[config.mk]
export PLATFORM = sky130hd
export DESIGN_NAME = xxh64_ctrl
export DESIGN_NICKNAME = d
export VERILOG_FILES = /design/src/hdl/xxh64_pkg.sv /design/src/hdl/xxh64_ctrl.sv
export SDC_FILE = /design/constraint.sdc
export NUM_CORES = 1
export LEC_CHECK = 0
export BUFFER_PORTS_ARGS = -buffer_cell sky130_fd_sc_hd__buf_2
export CORE_MARGIN = 1.5
export CORE_UTILIZATION = 30
export CTS_CLUSTER_DIAMETER = 60
export CTS_CLUSTER_SIZE = 25
export DETAILED_ROUTE_END_ITERATION = 10
export PLACE_DENSITY = 0.54
export SETUP_SLACK_MARGIN = 0.4
export SLEW_MARGIN = 20
export SYNTH_ARGS = -nofsm -noshare
export SYNTH_HDL_FRONTEND = slang
export SYNTH_SLANG_ARGS = --single-unit
[constraint.sdc]
create_clock -name aclk -period 5.8 [get_ports aclk]
set_input_delay 1.45 -clock aclk [delete_from_list [all_inputs] [get_ports aclk]]
set_output_delay 1.45 -clock aclk [all_outputs]
set_load 0.03 [all_outputs]
[src/hdl/xxh64_pkg.sv]
package xxh64_pkg;

    localparam int WORD_W    = 64;
    localparam int HALF_W    = 32;
    localparam int VB_W      = 4;
    localparam int S_TDATA_W = 72;
    localparam int REM_W     = 3;
    localparam int FILL_W    = 3;
    localparam int IDX_W     = 2;
    localparam int LANE_CNT  = 4;

    localparam logic [FILL_W-1:0] FILL_FULL       = 3'd4;
    localparam logic [IDX_W-1:0]  LAST_IDX        = 2'd3;
    localparam logic [VB_W-1:0]   FULL_WORD_BYTES = 4'd8;

    localparam logic [WORD_W-1:0] PRIME1 = 64'h9E3779B185EBCA87;
    localparam logic [WORD_W-1:0] PRIME2 = 64'hC2B2AE3D27D4EB4F;
    localparam logic [WORD_W-1:0] PRIME3 = 64'h165667B19E3779F9;
    localparam logic [WORD_W-1:0] PRIME4 = 64'h85EBCA77C2B2AE63;
    localparam logic [WORD_W-1:0] PRIME5 = 64'h27D4EB2F165667C5;

    // Datapath operations. The first group needs no multiply, the
    // second group runs one 64-bit multiply on the shared multiplier.
    typedef enum logic [4:0] {
        OP_NONE,
        OP_ACCEPT,
        OP_LANE_INIT,
        OP_STRIPE_END,
        OP_MERGE_START,
        OP_SEED_START,
        OP_ADD_LEN,
        OP_OUT_LOAD,
        OP_LANE_A,
        OP_LANE_B,
        OP_KA_LANE,
        OP_KA_WORD,
        OP_K_B,
        OP_MERGE_H,
        OP_FILL_H,
        OP_W4_A,
        OP_W4_B,
        OP_B1_A,
        OP_B1_B,
        OP_AV1,
        OP_AV2
    } op_t;

    typedef struct packed {
        op_t              op;
        logic             go;
        logic [IDX_W-1:0] idx;
    } cmd_t;

    typedef struct packed {
        logic [FILL_W-1:0] fill;
        logic              seen;
        logic              last;
        logic [REM_W-1:0]  rem;
        logic              mul_done;
    } stat_t;

    function automatic logic [WORD_W-1:0] rotl64(input logic [WORD_W-1:0] v,
                                                 input int unsigned n);
        return (v << n) | (v >> (WORD_W - n));
    endfunction

    function automatic logic is_mul_op(input op_t op);
        logic r;
        case (op) inside
            OP_LANE_A, OP_LANE_B, OP_KA_LANE, OP_KA_WORD, OP_K_B, OP_MERGE_H,
            OP_FILL_H, OP_W4_A, OP_W4_B, OP_B1_A, OP_B1_B, OP_AV1, OP_AV2: r = 1'b1;
            default: r = 1'b0;
        endcase
        return r;
    endfunction

endpackage

[src/hdl/xxh64_ctrl.sv]
module xxh64_ctrl
    import xxh64_pkg::*;
(
    input  logic  aclk,
    input  logic  aresetn,
    input  logic  in_valid,
    output logic  in_ready,
    output logic  out_valid,
    input  logic  out_ready,
    input  stat_t stat,
    output cmd_t  cmd
);

    typedef enum logic [4:0] {
        S_IDLE,
        S_CHECK,
        S_INIT,
        S_LANE_A,
        S_LANE_B,
        S_STRIPE_END,
        S_FIN,
        S_MRG_KA,
        S_MRG_KB,
        S_MRG_H,
        S_ADD_LEN,
        S_FILL_KA,
        S_FILL_KB,
        S_FILL_H,
        S_TAIL,
        S_W4_A,
        S_W4_B,
        S_B1_A,
        S_B1_B,
        S_AV1,
        S_AV2,
        S_OUT
    } state_t;

    state_t           state_reg;
    state_t           state_next;
    logic             wait_reg;
    logic             wait_next;
    logic [IDX_W-1:0] idx_reg;
    logic [IDX_W-1:0] idx_next;
    logic             out_valid_reg;
    logic             out_valid_next;
    logic             step_done;
    op_t              cmd_op;
    logic             cmd_go;

    assign step_done = wait_reg && stat.mul_done;

    always_comb begin
        state_next     = state_reg;
        wait_next      = wait_reg;
        idx_next       = idx_reg;
        out_valid_next = out_valid_reg && !out_ready;
        cmd_op         = OP_NONE;
        cmd_go         = 1'b0;
        in_ready       = 1'b0;

        unique case (state_reg)
            S_IDLE: begin
                in_ready = 1'b1;
                if (in_valid) begin
                    cmd_op     = OP_ACCEPT;
                    cmd_go     = 1'b1;
                    state_next = S_CHECK;
                end
            end
            S_CHECK: begin
                if (stat.fill == FILL_FULL) begin
                    idx_next   = '0;
                    state_next = stat.seen ? S_LANE_A : S_INIT;
                end else if (stat.last) begin
                    state_next = S_FIN;
                end else begin
                    state_next = S_IDLE;
                end
            end
            S_INIT: begin
                cmd_op     = OP_LANE_INIT;
                cmd_go     = 1'b1;
                state_next = S_LANE_A;
            end
            S_LANE_A: begin
                cmd_op = OP_LANE_A;
                if (step_done) begin
                    state_next = S_LANE_B;
                end
            end
            S_LANE_B: begin
                cmd_op = OP_LANE_B;
                if (step_done) begin
                    if (idx_reg == LAST_IDX) begin
                        state_next = S_STRIPE_END;
                    end else begin
                        idx_next   = idx_reg + 2'd1;
                        state_next = S_LANE_A;
                    end
                end
            end
            S_STRIPE_END: begin
                cmd_op     = OP_STRIPE_END;
                cmd_go     = 1'b1;
                state_next = stat.last ? S_FIN : S_IDLE;
            end
            S_FIN: begin
                idx_next = '0;
                cmd_go   = 1'b1;
                if (stat.seen) begin
                    cmd_op     = OP_MERGE_START;
                    state_next = S_MRG_KA;
                end else begin
                    cmd_op     = OP_SEED_START;
                    state_next = S_ADD_LEN;
                end
            end
            S_MRG_KA: begin
                cmd_op = OP_KA_LANE;
                if (step_done) begin
                    state_next = S_MRG_KB;
                end
            end
            S_MRG_KB: begin
                cmd_op = OP_K_B;
                if (step_done) begin
                    state_next = S_MRG_H;
                end
            end
            S_MRG_H: begin
                cmd_op = OP_MERGE_H;
                if (step_done) begin
                    if (idx_reg == LAST_IDX) begin
                        state_next = S_ADD_LEN;
                    end else begin
                        idx_next   = idx_reg + 2'd1;
                        state_next = S_MRG_KA;
                    end
                end
            end
            S_ADD_LEN: begin
                cmd_op     = OP_ADD_LEN;
                cmd_go     = 1'b1;
                idx_next   = '0;
                state_next = (stat.fill != '0) ? S_FILL_KA : S_TAIL;
            end
            S_FILL_KA: begin
                cmd_op = OP_KA_WORD;
                if (step_done) begin
                    state_next = S_FILL_KB;
                end
            end
            S_FILL_KB: begin
                cmd_op = OP_K_B;
                if (step_done) begin
                    state_next = S_FILL_H;
                end
            end
            S_FILL_H: begin
                cmd_op = OP_FILL_H;
                if (step_done) begin
                    if (({1'b0, idx_reg} + 3'd1) == stat.fill) begin
                        state_next = S_TAIL;
                    end else begin
                        idx_next   = idx_reg + 2'd1;
                        state_next = S_FILL_KA;
                    end
                end
            end
            S_TAIL: begin
                if (stat.rem[REM_W-1]) begin
                    state_next = S_W4_A;
                end else if (stat.rem != '0) begin
                    state_next = S_B1_A;
                end else begin
                    state_next = S_AV1;
                end
            end
            S_W4_A: begin
                cmd_op = OP_W4_A;
                if (step_done) begin
                    state_next = S_W4_B;
                end
            end
            S_W4_B: begin
                cmd_op = OP_W4_B;
                if (step_done) begin
                    state_next = S_TAIL;
                end
            end
            S_B1_A: begin
                cmd_op = OP_B1_A;
                if (step_done) begin
                    state_next = S_B1_B;
                end
            end
            S_B1_B: begin
                cmd_op = OP_B1_B;
                if (step_done) begin
                    state_next = S_TAIL;
                end
            end
            S_AV1: begin
                cmd_op = OP_AV1;
                if (step_done) begin
                    state_next = S_AV2;
                end
            end
            S_AV2: begin
                cmd_op = OP_AV2;
                if (step_done) begin
                    state_next = S_OUT;
                end
            end
            S_OUT: begin
                if (!out_valid_reg || out_ready) begin
                    cmd_op         = OP_OUT_LOAD;
                    cmd_go         = 1'b1;
                    out_valid_next = 1'b1;
                    state_next     = S_IDLE;
                end
            end
            default: begin
                state_next = S_IDLE;
            end
        endcase

        // Multiply steps: issue once on entry, then hold until the product lands.
        if (is_mul_op(cmd_op)) begin
            cmd_go    = !wait_reg;
            wait_next = !step_done;
        end
    end

    always_ff @(posedge aclk) begin
        if (!aresetn) begin
            state_reg     <= S_IDLE;
            wait_reg      <= 1'b0;
            idx_reg       <= '0;
            out_valid_reg <= 1'b0;
        end else begin
            state_reg     <= state_next;
            wait_reg      <= wait_next;
            idx_reg       <= idx_next;
            out_valid_reg <= out_valid_next;
        end
    end

    assign cmd.op    = cmd_op;
    assign cmd.go    = cmd_go;
    assign cmd.idx   = idx_reg;
    assign out_valid = out_valid_reg;

    a_ready_not_waiting: assert property (@(posedge aclk) disable iff (!aresetn)
        in_ready |-> !wait_reg)
        else $error("input ready while a multiply is outstanding");

    a_done_expected: assert property (@(posedge aclk) disable iff (!aresetn)
        stat.mul_done |-> wait_reg)
        else $error("multiply completed with no step waiting on it");

    a_load_slot_free: assert property (@(posedge aclk) disable iff (!aresetn)
        (cmd_go && cmd_op == OP_OUT_LOAD) |-> (!out_valid_reg || out_ready))
        else $error("result loaded over an untaken result");

endmodule

==> results.cfg <==
[timing]
fmax_mhz = 253
drv_slew = 0
fin_tns_setup_ns = 0
min_period_ns = 3.96
worst_pin_slew_ns = 0.910
setup_ws_ns = 1.84
max_slew_margin_pct = 39.3
finClkSkew_ns = 0.000408
rsz0062_at_grt = false
fin_crit_sh_pct = 68.2
setup_violations = 0
hold_viol = 0

[synth]
synthDistinctLibCells = 54
ys.flop_type = dfxtp_1
synth_edf_count = 0
synth_cells = 169
yosysWarnings = 0
synth.ff_latch_count = 9
yosysSeqAreaShare_pct = 15.2
synth.area.top_cells = dfxtp_1, a21oi_1, nand2_1, nor2b_1, o21ai_0
yosysTopAreaCell = dfxtp_1
synth_top_area_share_pct = 15.2
async_flop_share_pct = 0
avgSynthCellArea_um2 = 7.03
syn_area_um2 = 1190
syn-num-nets = 183

[worst_hold_path]
min_path_type = reg2reg
holdPathEnd = idx_reg[1]
whs_path_depth = 2
worstHoldStart = idx_reg[1]

[finish]
fillers = 440
drive_gt1_share_pct = 18.2
nets = 196
diodes = 0
final_cell_mix = buf_2, nand2_1, nor2_1
largest_reg_flops = 5
mostFrequentLayoutCell = buf_2
area_growth_pct = 11.8
final_cell_count_no_fill = 229

[run]
maxCapViolCount = 0

[placed_design]
place_inst = 225
place_congestion = 0.821
dpl_worst_slack_ns = 1.85
port_buffers = 22
hpwl_mm = 2.52

[cts]
clk_path_buf_depth = 2
cts_tree = yes
cts_resized = 0
postCtsSetupBuffers = 0
postCtsHoldBufs = 0
clk_pin_slew_ns = 0.04
clk_latency_ns = 0.23
cts_root_buffer = clkbuf_8
numCtsBuffers = 3
cts_sinks = 9
htreeDepth = 1

[die]
die_w_um = 65.9
die-area_um2 = 4340
num_rows = 22
io_pins = 23
core-area_um2 = 3740
die_h_um = 65.9
start_util_pct = 31.7

[setup_path]
regToRegSetupSlack_ns = 3.45
reg2reg_depth = 5
cpMaxStageDelayCell = a32o_1
cp_num_buf_inv = 2
timing_worst_setup_path_type = in2out
path_depth = 7
rr_endpoint = state_reg[3]
crit_required_ns = 4.35
worst-path-max-fanout = 3
timing.rr.start = state_reg[2]
critPathLaunchType = primary input
slowest_delay_ns = 0.23
cp_data_arrival_time_ns = 2.51
critPathTopFamily = compound AO/OA/AOI/OAI gates
cp_cell_sequence = buf_2, nor2b_1, a21oi_1, a21oi_1, o2bb2ai_1, a32o_1, buf_2
end_kind = primary output

[global_routing]
antenna_found_initial = 0
grt_pass1_vias = 1203
grt-ovfl-total = 0
grt_max_degree = 34
grt_usage_pct = 16.9
grt_pass1_wl_mm = 5.80

[detailed_routing]
drtIter0Drc = 144
wl_per_cell_um = 15.3
drc = 0
viasPerCell = 5.84
vias = 1337
wl_mm = 3.50
drt_first_pass_iters = 4
ant_nets = 0

[pwr]
total_power_uw = 613
p_per_area_nw_per_um2 = 462
max-vdd-ir-drop_v = 0.000152
leakage_uw = 0.000476

[run_status]
status = complete, no violations
tightest hold or removal path, stage by stage, from the launching register on:
cell	delay, ns
dfxtp_1	0.33
nand4_1	0.07
nand3_1	0.06
synthesized netlist by cell type, types with 4 or more instances:
cell type,instances
nand4_1,4
o22ai_1,4
nor2b_1,8
buf_4,5
nor2_1,13
o211ai_1,5
a21oi_1,12
nor3b_1,4
buf_2,6
nand2_1,15
nand2b_1,5
o21ai_0,10
dfxtp_1,9
nand3_1,5
inv_1,5
worst max-delay path by stage:
| stage | from | to | slack, ns |
|---|---|---|---|
| floorplan | out_ready | cmd[4] | 2.01 |
| global placement | out_ready | cmd[5] | 1.88 |
| detailed placement | out_ready | cmd[5] | 1.85 |
| CTS | out_ready | cmd[5] | 1.84 |
| global route | out_ready | cmd[5] | 1.65 |
| finish | out_ready | cmd[5] | 1.84 |
through the flow:
step	cell area (µm²)	hold WS, ns	utilization (%)
floorplan	1190	0.520	-
global placement	1280	0.528	34.3
detailed placement	1280	0.521	34.3
CTS	1330	0.526	35.5
global route	1330	0.574	35.5
finish	1330	0.523	35.5
cells by family after synthesis:
group | synth area share (%)
AOI/OAI and AO/OA | 39.0
xor gates and xnor gates | 2.21
adders and majority gates | 1.05
buffers and inverters | 8.54
DFF | 15.2
muxes | 2.63
and+or+nand+nor | 31.4
report_power, final:
group | switching [µW] | total, µW | internal, µW
clock network | 22.4 | 70.1 | 47.7
logic | 257 | 414 | 157
registers | 51.9 | 129 | 76.9
layout make-up:
| type | count | area [µm²] | share of cell area, % |
|---|---|---|---|
| clock buffer | 4 | 45.0 | 3.39 |
| inverter | 5 | 18.8 | 1.41 |
| multi-input combinational | 140 | 906 | 68.2 |
| sequential | 9 | 180 | 13.6 |
| tap | 48 | 60.1 | 4.52 |
| timing repair buffer | 23 | 118 | 8.86 |
layer usage:
layer  vias to the layer above  share of wire (%)  GRT usage [%]
li1                        669                  -              -
met1                       623                 50           24.6
met2                        45                 44           26.3
met3                         0                6.1           3.58
met4                         0                  0           1.56
met5                         -                  0              0
Power figures use the tool's default switching activity.
